==> src/rtl/lsd_radix_sort_linked_bins_unit_assert.svh <==
// Assertion macros shared by the radix sort RTL.
// Each macro expects signals named clk and rst_n in the scope where it is used.
`ifndef LSD_RADIX_SORT_LINKED_BINS_UNIT_ASSERT_SVH
`define LSD_RADIX_SORT_LINKED_BINS_UNIT_ASSERT_SVH

// Same-cycle implication, checked out of reset.
`define LSDR_ASSERT_IMPL(name, ante, cons, msg) \
    name: assert property (@(posedge clk) disable iff (!rst_n) (ante) |-> (cons)) \
        else $error(msg);

// Next-cycle implication, checked out of reset.
`define LSDR_ASSERT_NEXT(name, ante, cons, msg) \
    name: assert property (@(posedge clk) disable iff (!rst_n) (ante) |=> (cons)) \
        else $error(msg);

`endif

==> src/rtl/lsdr_pkg.sv <==
// Package for the linked-bin radix sort: field widths, decimal constants, state type.
// No dependencies.
`default_nettype none

package lsdr_pkg;

    localparam int KEY_W   = 16;
    localparam int POS_W   = 7;
    localparam int PASS_W  = 3;
    localparam int DIGIT_W = 4;
    localparam int RADIX   = 10;

    localparam logic [DIGIT_W-1:0] TOP_BIN      = 4'd9;
    localparam logic [PASS_W-1:0]  PASSES_RESET = 3'd4;

    // x / 10 == (x * 0xCCCD) >> 19 for every x below 2**16.
    localparam logic [15:0] DIV10_MUL   = 16'hCCCD;
    localparam int          DIV10_SHIFT = 19;

    typedef enum logic [3:0] {
        ST_IDLE,
        ST_INIT,
        ST_DIST_RD,
        ST_DIST_MUL,
        ST_DIST_BIN,
        ST_JOIN,
        ST_TERM,
        ST_OUT_RD,
        ST_OUT_SHOW
    } state_t;

endpackage

`default_nettype wire

==> src/rtl/lsdr_key_if.sv <==
// Input request channel of the radix sort: one key and its last-of-set mark.
// Depends on lsdr_pkg.
`default_nettype none

interface lsdr_key_if;
    logic                       valid;
    logic                       ready;
    logic [lsdr_pkg::KEY_W-1:0] key_value;
    logic                       last_key;

    modport source (output valid, key_value, last_key, input ready);
    modport sink   (input valid, key_value, last_key, output ready);
endinterface

`default_nettype wire

==> src/rtl/lsdr_result_if.sv <==
// Result request channel of the radix sort: sorted key, load position, end mark.
// Depends on lsdr_pkg.
`default_nettype none

interface lsdr_result_if;
    logic                       valid;
    logic                       ready;
    logic [lsdr_pkg::KEY_W-1:0] sorted_key;
    logic [lsdr_pkg::POS_W-1:0] source_position;
    logic                       final_result;

    modport source (output valid, sorted_key, source_position, final_result, input ready);
    modport sink   (input valid, sorted_key, source_position, final_result, output ready);
endinterface

`default_nettype wire

==> src/rtl/lsd_radix_sort_linked_bins_unit.sv <==
// Top level of the LSD decimal radix sort over a linked key store.
// Depends on lsdr_pkg, lsdr_key_if, lsdr_result_if, lsdr_digit_unit and the assert header.
//
//   channel   | dir | handshake       | payload
//   ----------+-----+-----------------+------------------------------------------
//   keys      | in  | valid / ready   | key_value[15:0], last_key
//   results   | out | valid / ready   | sorted_key[15:0], source_position[6:0],
//             |     |                 | final_result
//   cfg       | in  | cfg_wen         | cfg_wdata[2:0] = digit_passes
//
// Keys load one per cycle while idle. The request marked last starts the sort: in each
// pass the digit unit and the link memory see each key in the read, multiply and bin
// states, then ten bins are rejoined. Each result then passes a link/key memory read
// state and an output state, which holds while results stall. Reset is asynchronous
// and needs no clearing pass. The block does not take a request from the sort start
// until the final result is accepted.
`default_nettype none

`include "lsd_radix_sort_linked_bins_unit_assert.svh"

module lsd_radix_sort_linked_bins_unit #(
    parameter int MAX_ITEMS = 64,
    parameter int KEY_BITS  = 16
) (
    input  wire logic                          clk,
    input  wire logic                          rst_n,
    input  wire logic                          cfg_wen,
    input  wire logic [lsdr_pkg::PASS_W-1:0]   cfg_wdata,
    lsdr_key_if.sink                           keys,
    lsdr_result_if.source                      results
);

    localparam int IW = $clog2(MAX_ITEMS + 1);
    localparam int SB = (KEY_BITS < lsdr_pkg::KEY_W) ? KEY_BITS : lsdr_pkg::KEY_W;
    localparam int DW = lsdr_pkg::DIGIT_W;

    lsdr_pkg::state_t state_reg, state_next;

    logic [IW-1:0]                 count_reg;
    logic [lsdr_pkg::PASS_W-1:0]   passes_reg;
    logic [lsdr_pkg::PASS_W-1:0]   pass_reg;
    logic [lsdr_pkg::RADIX-1:0]    front_vld_reg;
    logic                          have_head_reg;
    logic [DW-1:0]                 bin_reg;
    logic [IW-1:0]                 k_reg;
    logic [IW-1:0]                 cur_reg;
    logic [IW-1:0]                 head_reg;
    logic [IW-1:0]                 last_reg;
    logic [IW-1:0]                 front_reg [lsdr_pkg::RADIX];
    logic [IW-1:0]                 rear_reg  [lsdr_pkg::RADIX];

    logic [SB-1:0]                 key_mem  [MAX_ITEMS + 1];
    logic [SB-1:0]                 quot_mem [MAX_ITEMS + 1];
    logic [IW-1:0]                 link_mem [MAX_ITEMS + 1];
    logic [SB-1:0]                 key_rd;
    logic [SB-1:0]                 quot_rd;
    logic [IW-1:0]                 link_rd;

    logic                          key_acc;
    logic                          store_en;
    logic                          out_acc;
    logic                          is_final;
    logic                          last_pass;
    logic                          link_we;
    logic [IW-1:0]                 link_wa;
    logic [IW-1:0]                 link_wd;
    logic [IW-1:0]                 load_pos;

    logic [SB-1:0]                 unit_quot;
    logic [DW-1:0]                 dig;

    lsdr_digit_unit #(
        .XW (SB)
    ) u_digit (
        .clk   (clk),
        .en    (state_reg == lsdr_pkg::ST_DIST_MUL),
        .x     (quot_rd),
        .quot  (unit_quot),
        .digit (dig)
    );

    assign key_acc   = keys.valid && keys.ready;
    assign store_en  = key_acc && (count_reg < IW'(MAX_ITEMS));
    assign load_pos  = count_reg + 1'b1;
    assign out_acc   = results.valid && results.ready;
    assign is_final  = (k_reg + 1'b1) == count_reg;
    assign last_pass = (pass_reg + 1'b1) == passes_reg;

    assign results.sorted_key      = lsdr_pkg::KEY_W'(key_rd);
    assign results.source_position = lsdr_pkg::POS_W'(cur_reg);
    assign results.final_result    = is_final;

    always_ff @(posedge clk or negedge rst_n)
    begin
        if (!rst_n)
            state_reg <= lsdr_pkg::ST_IDLE;
        else
            state_reg <= state_next;
    end

    always_comb
    begin
        state_next    = state_reg;
        keys.ready    = 1'b0;
        results.valid = 1'b0;
        link_we       = 1'b0;
        link_wa       = '0;
        link_wd       = '0;
        unique case (state_reg)
            lsdr_pkg::ST_IDLE:
            begin
                keys.ready = 1'b1;
                // Links are prethreaded in load order; the sort start terminates the list.
                link_we    = store_en;
                link_wa    = load_pos;
                link_wd    = count_reg + IW'(2);
                if (key_acc && keys.last_key)
                    state_next = lsdr_pkg::ST_INIT;
            end
            lsdr_pkg::ST_INIT:
            begin
                link_we    = 1'b1;
                link_wa    = count_reg;
                link_wd    = '0;
                state_next = (passes_reg == '0) ? lsdr_pkg::ST_OUT_RD : lsdr_pkg::ST_DIST_RD;
            end
            lsdr_pkg::ST_DIST_RD:
                state_next = lsdr_pkg::ST_DIST_MUL;
            lsdr_pkg::ST_DIST_MUL:
                state_next = lsdr_pkg::ST_DIST_BIN;
            lsdr_pkg::ST_DIST_BIN:
            begin
                link_we    = front_vld_reg[dig];
                link_wa    = rear_reg[dig];
                link_wd    = cur_reg;
                state_next = (link_rd == '0) ? lsdr_pkg::ST_JOIN : lsdr_pkg::ST_DIST_RD;
            end
            lsdr_pkg::ST_JOIN:
            begin
                link_we    = front_vld_reg[bin_reg] && have_head_reg;
                link_wa    = last_reg;
                link_wd    = front_reg[bin_reg];
                state_next = (bin_reg == '0) ? lsdr_pkg::ST_TERM : lsdr_pkg::ST_JOIN;
            end
            lsdr_pkg::ST_TERM:
            begin
                link_we    = 1'b1;
                link_wa    = last_reg;
                link_wd    = '0;
                state_next = last_pass ? lsdr_pkg::ST_OUT_RD : lsdr_pkg::ST_DIST_RD;
            end
            lsdr_pkg::ST_OUT_RD:
                state_next = lsdr_pkg::ST_OUT_SHOW;
            lsdr_pkg::ST_OUT_SHOW:
            begin
                results.valid = 1'b1;
                if (results.ready)
                    state_next = is_final ? lsdr_pkg::ST_IDLE : lsdr_pkg::ST_OUT_RD;
            end
            default:
                state_next = lsdr_pkg::ST_IDLE;
        endcase
    end

    // Control registers.
    always_ff @(posedge clk or negedge rst_n)
    begin
        if (!rst_n)
        begin
            count_reg     <= '0;
            passes_reg    <= lsdr_pkg::PASSES_RESET;
            pass_reg      <= '0;
            front_vld_reg <= '0;
            have_head_reg <= 1'b0;
            bin_reg       <= '0;
            k_reg         <= '0;
            cur_reg       <= '0;
            head_reg      <= IW'(1);
        end
        else
        begin
            if (cfg_wen)
                passes_reg <= cfg_wdata;
            unique case (state_reg)
                lsdr_pkg::ST_IDLE:
                begin
                    if (store_en)
                        count_reg <= load_pos;
                end
                lsdr_pkg::ST_INIT:
                begin
                    head_reg      <= IW'(1);
                    cur_reg       <= IW'(1);
                    pass_reg      <= '0;
                    k_reg         <= '0;
                    front_vld_reg <= '0;
                end
                lsdr_pkg::ST_DIST_BIN:
                begin
                    front_vld_reg[dig] <= 1'b1;
                    cur_reg            <= link_rd;
                    bin_reg            <= lsdr_pkg::TOP_BIN;
                    have_head_reg      <= 1'b0;
                end
                lsdr_pkg::ST_JOIN:
                begin
                    if (front_vld_reg[bin_reg])
                    begin
                        have_head_reg <= 1'b1;
                        if (!have_head_reg)
                            head_reg <= front_reg[bin_reg];
                    end
                    bin_reg <= bin_reg - 1'b1;
                end
                lsdr_pkg::ST_TERM:
                begin
                    front_vld_reg <= '0;
                    pass_reg      <= pass_reg + 1'b1;
                    cur_reg       <= head_reg;
                    k_reg         <= '0;
                end
                lsdr_pkg::ST_OUT_SHOW:
                begin
                    if (out_acc)
                    begin
                        cur_reg <= link_rd;
                        k_reg   <= k_reg + 1'b1;
                        if (is_final)
                            count_reg <= '0;
                    end
                end
                default:
                begin
                end
            endcase
        end
    end

    // Bin tables and the tail pointer of the list being rejoined.
    always_ff @(posedge clk)
    begin
        if (state_reg == lsdr_pkg::ST_DIST_BIN)
        begin
            if (!front_vld_reg[dig])
                front_reg[dig] <= cur_reg;
            rear_reg[dig] <= cur_reg;
        end
        if (state_reg == lsdr_pkg::ST_JOIN && front_vld_reg[bin_reg])
            last_reg <= rear_reg[bin_reg];
    end

    // Store memories: one write port each, read registered at the walk pointer.
    always_ff @(posedge clk)
    begin
        if (store_en)
            key_mem[load_pos] <= keys.key_value[SB-1:0];
        if (store_en)
            quot_mem[load_pos] <= keys.key_value[SB-1:0];
        else if (state_reg == lsdr_pkg::ST_DIST_BIN)
            quot_mem[cur_reg] <= unit_quot;
        if (link_we)
            link_mem[link_wa] <= link_wd;
        key_rd  <= key_mem[cur_reg];
        quot_rd <= quot_mem[cur_reg];
        link_rd <= link_mem[cur_reg];
    end

    `LSDR_ASSERT_IMPL(a_ready_excludes_output, keys.ready, !results.valid, "input ready while emitting results")
    `LSDR_ASSERT_IMPL(a_count_bound, 1'b1, count_reg <= IW'(MAX_ITEMS), "load count above capacity")
    `LSDR_ASSERT_NEXT(a_final_returns_idle, out_acc && results.final_result, keys.ready, "no return to loading after the final result")
    `LSDR_ASSERT_IMPL(a_walk_pointer_live, state_reg == lsdr_pkg::ST_DIST_RD || state_reg == lsdr_pkg::ST_OUT_RD, cur_reg != '0, "list walk reached the end marker")

endmodule

`default_nettype wire

==> src/rtl/lsdr_digit_unit.sv <==
// Shared decimal digit unit: splits a value into value/10 and value%10.
// One registered reciprocal multiply; results are valid the cycle after en. Uses lsdr_pkg.
`default_nettype none

module lsdr_digit_unit #(
    parameter int XW = 16
) (
    input  wire logic                         clk,
    input  wire logic                         en,
    input  wire logic [XW-1:0]                x,
    output logic      [XW-1:0]                quot,
    output logic      [lsdr_pkg::DIGIT_W-1:0] digit
);

    localparam int PW = XW + 16;

    logic [XW-1:0] x_reg;
    logic [PW-1:0] prod_reg;
    logic [XW+3:0] rem_wide;

    always_ff @(posedge clk)
    begin
        if (en)
        begin
            x_reg    <= x;
            prod_reg <= PW'(x) * PW'(lsdr_pkg::DIV10_MUL);
        end
    end

    assign quot     = XW'(prod_reg >> lsdr_pkg::DIV10_SHIFT);
    // The remainder is below ten, so only the low bits of the difference matter.
    assign rem_wide = (XW + 4)'(x_reg) - (XW + 4)'(quot) * (XW + 4)'(lsdr_pkg::RADIX);
    assign digit    = rem_wide[lsdr_pkg::DIGIT_W-1:0];

endmodule

`default_nettype wire
==> src/flat_wrapper.sv <==
// flat-port wrapper written by rule: the top's interface ports become plain ports
module lsd_radix_sort_linked_bins_unit_flat 
#(
    parameter int MAX_ITEMS = 64,
    parameter int KEY_BITS  = 16
)
  (clk, rst_n, cfg_wen, cfg_wdata, keys_valid, keys_key_value, keys_last_key, keys_ready, results_valid, results_sorted_key, results_source_position, results_final_result, results_ready);
  lsdr_key_if keys_i ();
  lsdr_result_if results_i ();
  input  wire logic clk;
  input  wire logic rst_n;
  input  wire logic cfg_wen;
  input  wire logic [lsdr_pkg::PASS_W-1:0] cfg_wdata;
  input wire logic [$bits(keys_i.valid)-1:0] keys_valid;
  input wire logic [$bits(keys_i.key_value)-1:0] keys_key_value;
  input wire logic [$bits(keys_i.last_key)-1:0] keys_last_key;
  output wire logic [$bits(keys_i.ready)-1:0] keys_ready;
  output wire logic [$bits(results_i.valid)-1:0] results_valid;
  output wire logic [$bits(results_i.sorted_key)-1:0] results_sorted_key;
  output wire logic [$bits(results_i.source_position)-1:0] results_source_position;
  output wire logic [$bits(results_i.final_result)-1:0] results_final_result;
  input wire logic [$bits(results_i.ready)-1:0] results_ready;
  assign keys_i.valid = keys_valid;
  assign keys_i.key_value = keys_key_value;
  assign keys_i.last_key = keys_last_key;
  assign keys_ready = keys_i.ready;
  assign results_valid = results_i.valid;
  assign results_sorted_key = results_i.sorted_key;
  assign results_source_position = results_i.source_position;
  assign results_final_result = results_i.final_result;
  assign results_i.ready = results_ready;
  lsd_radix_sort_linked_bins_unit #(.MAX_ITEMS(MAX_ITEMS), .KEY_BITS(KEY_BITS)) u_core (.clk(clk), .rst_n(rst_n), .cfg_wen(cfg_wen), .cfg_wdata(cfg_wdata), .keys(keys_i), .results(results_i));
endmodule
==> config.mk <==
export PLATFORM = sky130hd
export DESIGN_NAME = lsd_radix_sort_linked_bins_unit_flat
export DESIGN_NICKNAME = d
export VERILOG_FILES = /design/src/rtl/lsdr_pkg.sv /design/src/rtl/lsdr_key_if.sv /design/src/rtl/lsdr_result_if.sv /design/src/rtl/lsd_radix_sort_linked_bins_unit.sv /design/src/rtl/lsdr_digit_unit.sv /design/src/flat_wrapper.sv
export VERILOG_INCLUDE_DIRS = /design/src /design/src/rtl
export SDC_FILE = /design/constraint.sdc
export NUM_CORES = 2
export LEC_CHECK = 0
export ABC_CLOCK_PERIOD_IN_PS = 6900
export BUFFER_PORTS_ARGS = -buffer_cell sky130_fd_sc_hd__buf_2
export CAP_MARGIN = 20
export CORE_ASPECT_RATIO = 0.75
export CORE_UTILIZATION = 55
export CTS_BUF_LIST = sky130_fd_sc_hd__clkbuf_4
export DETAILED_ROUTE_END_ITERATION = 12
export GPL_TIMING_DRIVEN = 0
export PLACE_DENSITY = 0.8
export SLEW_MARGIN = 20
export SYNTH_ARGS = -nofsm -noshare
export SYNTH_HDL_FRONTEND = slang
export SYNTH_HIERARCHICAL = 1
export SYNTH_SLANG_ARGS = --single-unit
==> constraint.sdc <==
create_clock -name clk -period 6.9 [get_ports clk]
set_input_delay 0.345 -clock clk [delete_from_list [all_inputs] [get_ports clk]]
set_output_delay 0.345 -clock clk [all_outputs]
set_load 0.02 [all_outputs]
# == After elaboration in Yosys (flattened, before gate mapping) ==
# Memory sizes are Yosys's and may differ from the RTL's. A register that Yosys moved wholly into a read port is not among the register bits.
# Index checks and enable logic that the tools add are counted.
# totals
memories,5
word_cells,123
register_bits,89
input_bits,25
ram_bits,2675
output_inout_bits,26
# op_classes
n_reduce_logical,27
bitwise,1
mux,49
addsub,6
multipliers,2
magnitude_cmp,4
n_eq_ne,17
# mem_list
memory,depth,word_bits,rd,rd_ports_with_merged_regs,wr,line,source
u_core.key_mem,65,16,1,1,1,lsd_radix_sort_linked_bins_unit.sv:52,logic [SB-1:0] key_mem [MAX_ITEMS + 1];
u_core.quot_mem,65,16,1,1,1,lsd_radix_sort_linked_bins_unit.sv:53,logic [SB-1:0] quot_mem [MAX_ITEMS + 1];
u_core.link_mem,65,7,1,1,1,lsd_radix_sort_linked_bins_unit.sv:54,logic [IW-1:0] link_mem [MAX_ITEMS + 1];
u_core.front_reg,10,7,1,0,1,lsd_radix_sort_linked_bins_unit.sv:49,logic [IW-1:0] front_reg [lsdr_pkg::RADIX];
u_core.rear_reg,10,7,2,1,1,lsd_radix_sort_linked_bins_unit.sv:50,logic [IW-1:0] rear_reg [lsdr_pkg::RADIX];
# op_table
operator,count
7-bit 2-to-1 mux,8
7-bit one-hot mux with 4 select lines,2
7-bit one-hot mux with 2 select lines,3
4-bit one-hot mux with 9 select lines,1
"16-bit by 16-bit multiplier with 32-bit output, second input constant",1
7-bit one-hot mux with 3 select lines,1
10-bit one-hot mux with 2 select lines,1
1-bit 2-to-1 mux,18
"4-bit by 3-bit equality test with 1-bit output, second input constant",4
16-bit 2-to-1 mux,1
16-bit OR reduction,1
"7-bit by 1-bit adder with 7-bit output, second input constant",2
"13-bit by 3-bit multiplier with 3-bit output, second input constant",1
3-bit 2-to-1 mux,4
2-bit nonzero test,6
"4-bit by 5-bit less-than comparator with 1-bit output, second input constant",2
"2-bit by 1-bit != test with 1-bit output, second input constant",5
10-bit OR,1
1-bit binary-select mux with 4-bit select,2
"4-bit by 2-bit equality test with 1-bit output, second input constant",2
4-bit zero test,2
4-bit 2-to-1 mux,2
4-bit one-hot mux with 2 select lines,1
2-bit AND reduction,4
23 further kinds,31

# == Depth between registers and ports, before layout ==
# depth
word_depth,8
depth_mapped,19
ltp_nobuf,19

# == By module ==
# The synthesis kept the hierarchy.
# by_module_without_submodules
mod,seq_area_each_um2,instances,cells_per_inst,area_per_inst_um2
lsd_radix_sort_linked_bins_unit,82646.8,1,5550,108387.7
lsdr_digit_unit,510.5,1,559,5502.8

# == Worst setup path after synthesis ==
# Ideal clock, no wire load.
# synth_timing
kind,register to register
startpoint,"register u_core.quot_rd[14], read port of u_core.quot_mem"
endpoint,"register u_core.u_digit.prod_reg[31], data pin"
path_slack_ns,1.927
n_path_buf,0
required_time_ns,6.634
setup_ns,0.266
synth_period_minus_slack_ns,4.973
t_arrival_ns,4.708
path_stages_with_launch,20
cell_sequence,dfxtp_1 -> inv_1 -> ha_1 -> inv_1 -> ha_1 -> inv_1 -> fa_1 -> inv_1 -> fa_1 -> fa_1 -> inv_1 -> fa_1 -> inv_1 -> ha_1 -> nand4_2 -> nor3_1 -> o211ai_1 -> o21a_1 -> o211ai_1 -> or3b_1
# synth_between
elab_chain_cells,1
# synth_rtl
item,line,source
from (decl),lsd_radix_sort_linked_bins_unit.sv:56,logic [SB-1:0] quot_rd;
16-bit by 16-bit multiplier with 32-bit output,lsdr_digit_unit.sv:26,prod_reg <= PW'(x) * PW'(lsdr_pkg::DIV10_MUL);
to (signal assigned),lsdr_digit_unit.sv:26,
to (decl),lsdr_digit_unit.sv:18,logic [PW-1:0] prod_reg;
# Every way passes these cells.
# A chain may end at the register's enable or synchronous reset.

# == Worst setup path after layout ==
# layout_timing
startpoint,register u_core.cur_reg[1] (netlist: u_core/results.source_position[1])
endpoint,memory u_core/quot_mem[3][3] (netlist name) (enable)
# layout_between
elab_chain_cells,1
# layout_rtl
item,line,source
from (decl),lsd_radix_sort_linked_bins_unit.sv:46,logic [IW-1:0] cur_reg;
from (signal assigned),lsd_radix_sort_linked_bins_unit.sv:201,cur_reg <= link_rd;
from (signal assigned),lsd_radix_sort_linked_bins_unit.sv:219,cur_reg <= head_reg;
from (signal assigned),lsd_radix_sort_linked_bins_unit.sv:226,cur_reg <= link_rd;
7-bit 2-to-1 mux (no source line),-,
to (decl),lsd_radix_sort_linked_bins_unit.sv:53,
# Every way passes these cells.

==> flow_summary_export.csv <==
group,metric,value,unit
timing,finalHoldViolations,0,
placement,dp_hpwl,210,mm
global_route,grt_use_total,29.3,%
drt,drc,0,
critical_path,critPathKind,"reg2reg",
clocking,h-tree-depth,6,
global_route,grt_pass1_vias,64800,
hold_path,min_path_type,"in2async",
timing,report.final.slew_viol_count,0,
synthesis,synth_fa_ha_area_share,2.91,%
drt,via_count,65900,
drt,first_pass_iters,6,
synthesis,ys_seq_area_share,73.0,%
synthesis,syn-cell-area,114000,um^2
cells_and_area,largest_registers,"u_core/key_mem x1040, u_core/quot_mem x1040, u_core/link_mem x455",
synthesis,synth_cell_type_count,95,
cells_and_area,final_common_cell,"edfxtp_1",
synthesis,ys_seq_elements,2791,
timing,relSlewSlack,14.1,%
cells_and_area,drive_gt1_share,30.8,%
critical_path,worstSetupStartpointType,"register",
timing,rsz0062_at_grt,"false",
critical_path,crit_start,"u_core/results.source_position[1]",
clocking,clock_latency,1300,ps
status,status,"finished, final reports clean",
drt,drtIter0Drc,10100,
floorplanning,design.die.area,209000,um^2
synthesis,synth_top_area_share,71.2,%
synthesis,ys.warnings.count,6,
floorplanning,initial_core_util,55.4,%
cells_and_area,final_net_count,7245,
synthesis,synth_top_family_by_area,"multiplexers",
timing,fin_crit,6550,ps
clocking,clk_path_buf_depth,4,
placement,dp_cells,9094,
critical_path,cp.arrival,7440,ps
cells_and_area,num-fill-cells,13700,
synthesis,synthCells,6109,
floorplanning,coreArea,206000,um^2
clocking,cts_made_buffers,639,
cells_and_area,mostFrequentLayoutCells,"edfxtp_1, clkbuf_4, mux4_2, nand2_1, mux2_2",
timing,period_share,94.9,%
cells_and_area,synthToLayoutAreaGrowth,13.3,%
critical_path,end_kind,"register",
synthesis,synth_top_cell_by_area,"edfxtp_1",
timing,finalSetupViolCount,0,
synthesis,synth_compound_area_share,4.27,%
synthesis,synth_area_leaders,"edfxtp_1, mux4_2, mux2_2",
synthesis,synth.area.mux_share,13.8,%
floorplanning,row_count,144,
floorplanning,die_width,527,um
cells_and_area,final_util,62.7,%
global_route,grt-ovfl-total,0,
synthesis,synth_simple_gate_area_share,3.68,%
clocking,cts_tree,"yes",
cells_and_area,stdcell_count,10200,
synthesis,synth-main-ff-cell,"edfxtp_1",
timing,finClkSkew,126,ps
global_route,grt_first_pass_wirelength,440,mm
synthesis,synth_xor_area_share,0.381,%
run,max_cap_viol_count,0,
clocking,clk_pin_slew,70,ps
synthesis,avgSynthCellArea,18.6,um^2
timing,worst_pin_slew,1280,ps
critical_path,worstPathRequired,7800,ps
drt,wire_per_inst,30.0,um
floorplanning,io_pins,51,
placement,pre_cts_ws,598,ps
drt,via_per_inst,6.44,
clocking,postCtsSetupBuffers,0,
timing,fin_ws,354,ps
timing,max_freq,153,MHz
synthesis,async_flop_share,1.90,%
critical_path,r2r_slack,350,ps
global_route,grt_max_degree,67,
drt,drt_wl_total,307,mm
drt,ant_nets,0,
clocking,cts-root-buf,"clkbuf_4",
clocking,clock-sinks,2791,
critical_path,r2r_start,"u_core/results.source_position[1]",
placement,port_buffers,50,
placement,gp_congestion,1.07,
floorplanning,die_h,396,um
global_route,antenna_found_initial,25,
synthesis,synth_edf_count,2699,
critical_path,path_max_fanout,22,
==> path summary, 6_finish.rpt <==
check | to | cells after the start
hold / removal | u_core/head_reg[0] | 3
hold reg to reg | u_core/head_reg[1] | 2
min in group clk | u_core/k_reg[3] | 4
setup reg to reg | u_core/quot_mem[3][3] | 9
setup / recovery | u_core/quot_mem[3][3] | 9
max in group asynchronous | u_core/results.source_position[5] | 4
==> metrics by stage <==
step,cell area [um^2],hold slack [ps],TNS [ps]
after floorplan,114000,49.4,0
after global placement,118000,463,-175870
after detailed placement,120000,439,0
after CTS,129000,76.5,0
after global routing,129000,127,0
final,129000,173,0
==> layout make-up <==
cell class                      instances  area [um^2]  area share, %
Clock inverter                        132          962          0.746
Timing Repair Buffer                  251         2810           2.18
Tap cell                             2774         3470           2.69
Clock buffer                          957         7180           5.57
Antenna cell                            6         15.0         0.0116
Multi-Input combinational cell       2810        29200           22.7
Sequential cell                      2791        83200           64.5
Buffer                                347         1550           1.20
Inverter                              163          612          0.474
==> per-layer routing <==
| metal | vias up | share of wire, % | track usage [%] |
|---|---|---|---|
| met3 | 641 | 17 | 11.8 |
| met5 | - | 0.066 | 0.483 |
| met1 | 33200 | 37 | 41.6 |
| met2 | 5261 | 43 | 41.5 |
| li1 | 26800 | - | - |
| met4 | 12 | 3.0 | 9.65 |
==> cell usage after synthesis (all sizes together), types with 86 or more instances <==
cell / count
edfxtp: 2699
mux4: 501
nand2: 351
nor2: 238
mux2: 218
a22oi: 215
mux2i: 202
clkbuf: 193
inv: 163
buf: 154
ha: 137
o21ai: 130
a21oi: 86
==> kinds of logic after synthesis <==
logic type	after synthesis
buffers and inverters	510
DFF	2791
and+or+nand+nor	905
other	1
xor gates and xnor gates	48
adders and majority gates	217
muxes	921
AOI/OAI and AO/OA	716
==> critical path, stage by stage (launching register included) <==
cell,delay (ps)
dfrtp_1,960
clkbuf_1,770
clkbuf_2,780
clkbuf_2,660
buf_2,470
nand2_1,120
nand2_1,210
nand4_1,910
nor2_2,970
buf_8,240
==> repair_timing <==
item                                    CTS  global route
hold buffers                             39             0
endpoints found under the hold margin  1235             0
gates resized for setup                   0             0
Power is left out: the tool's default activity adds up to more than one toggle a clock period on the data nets, which glitch-free logic cannot reach.
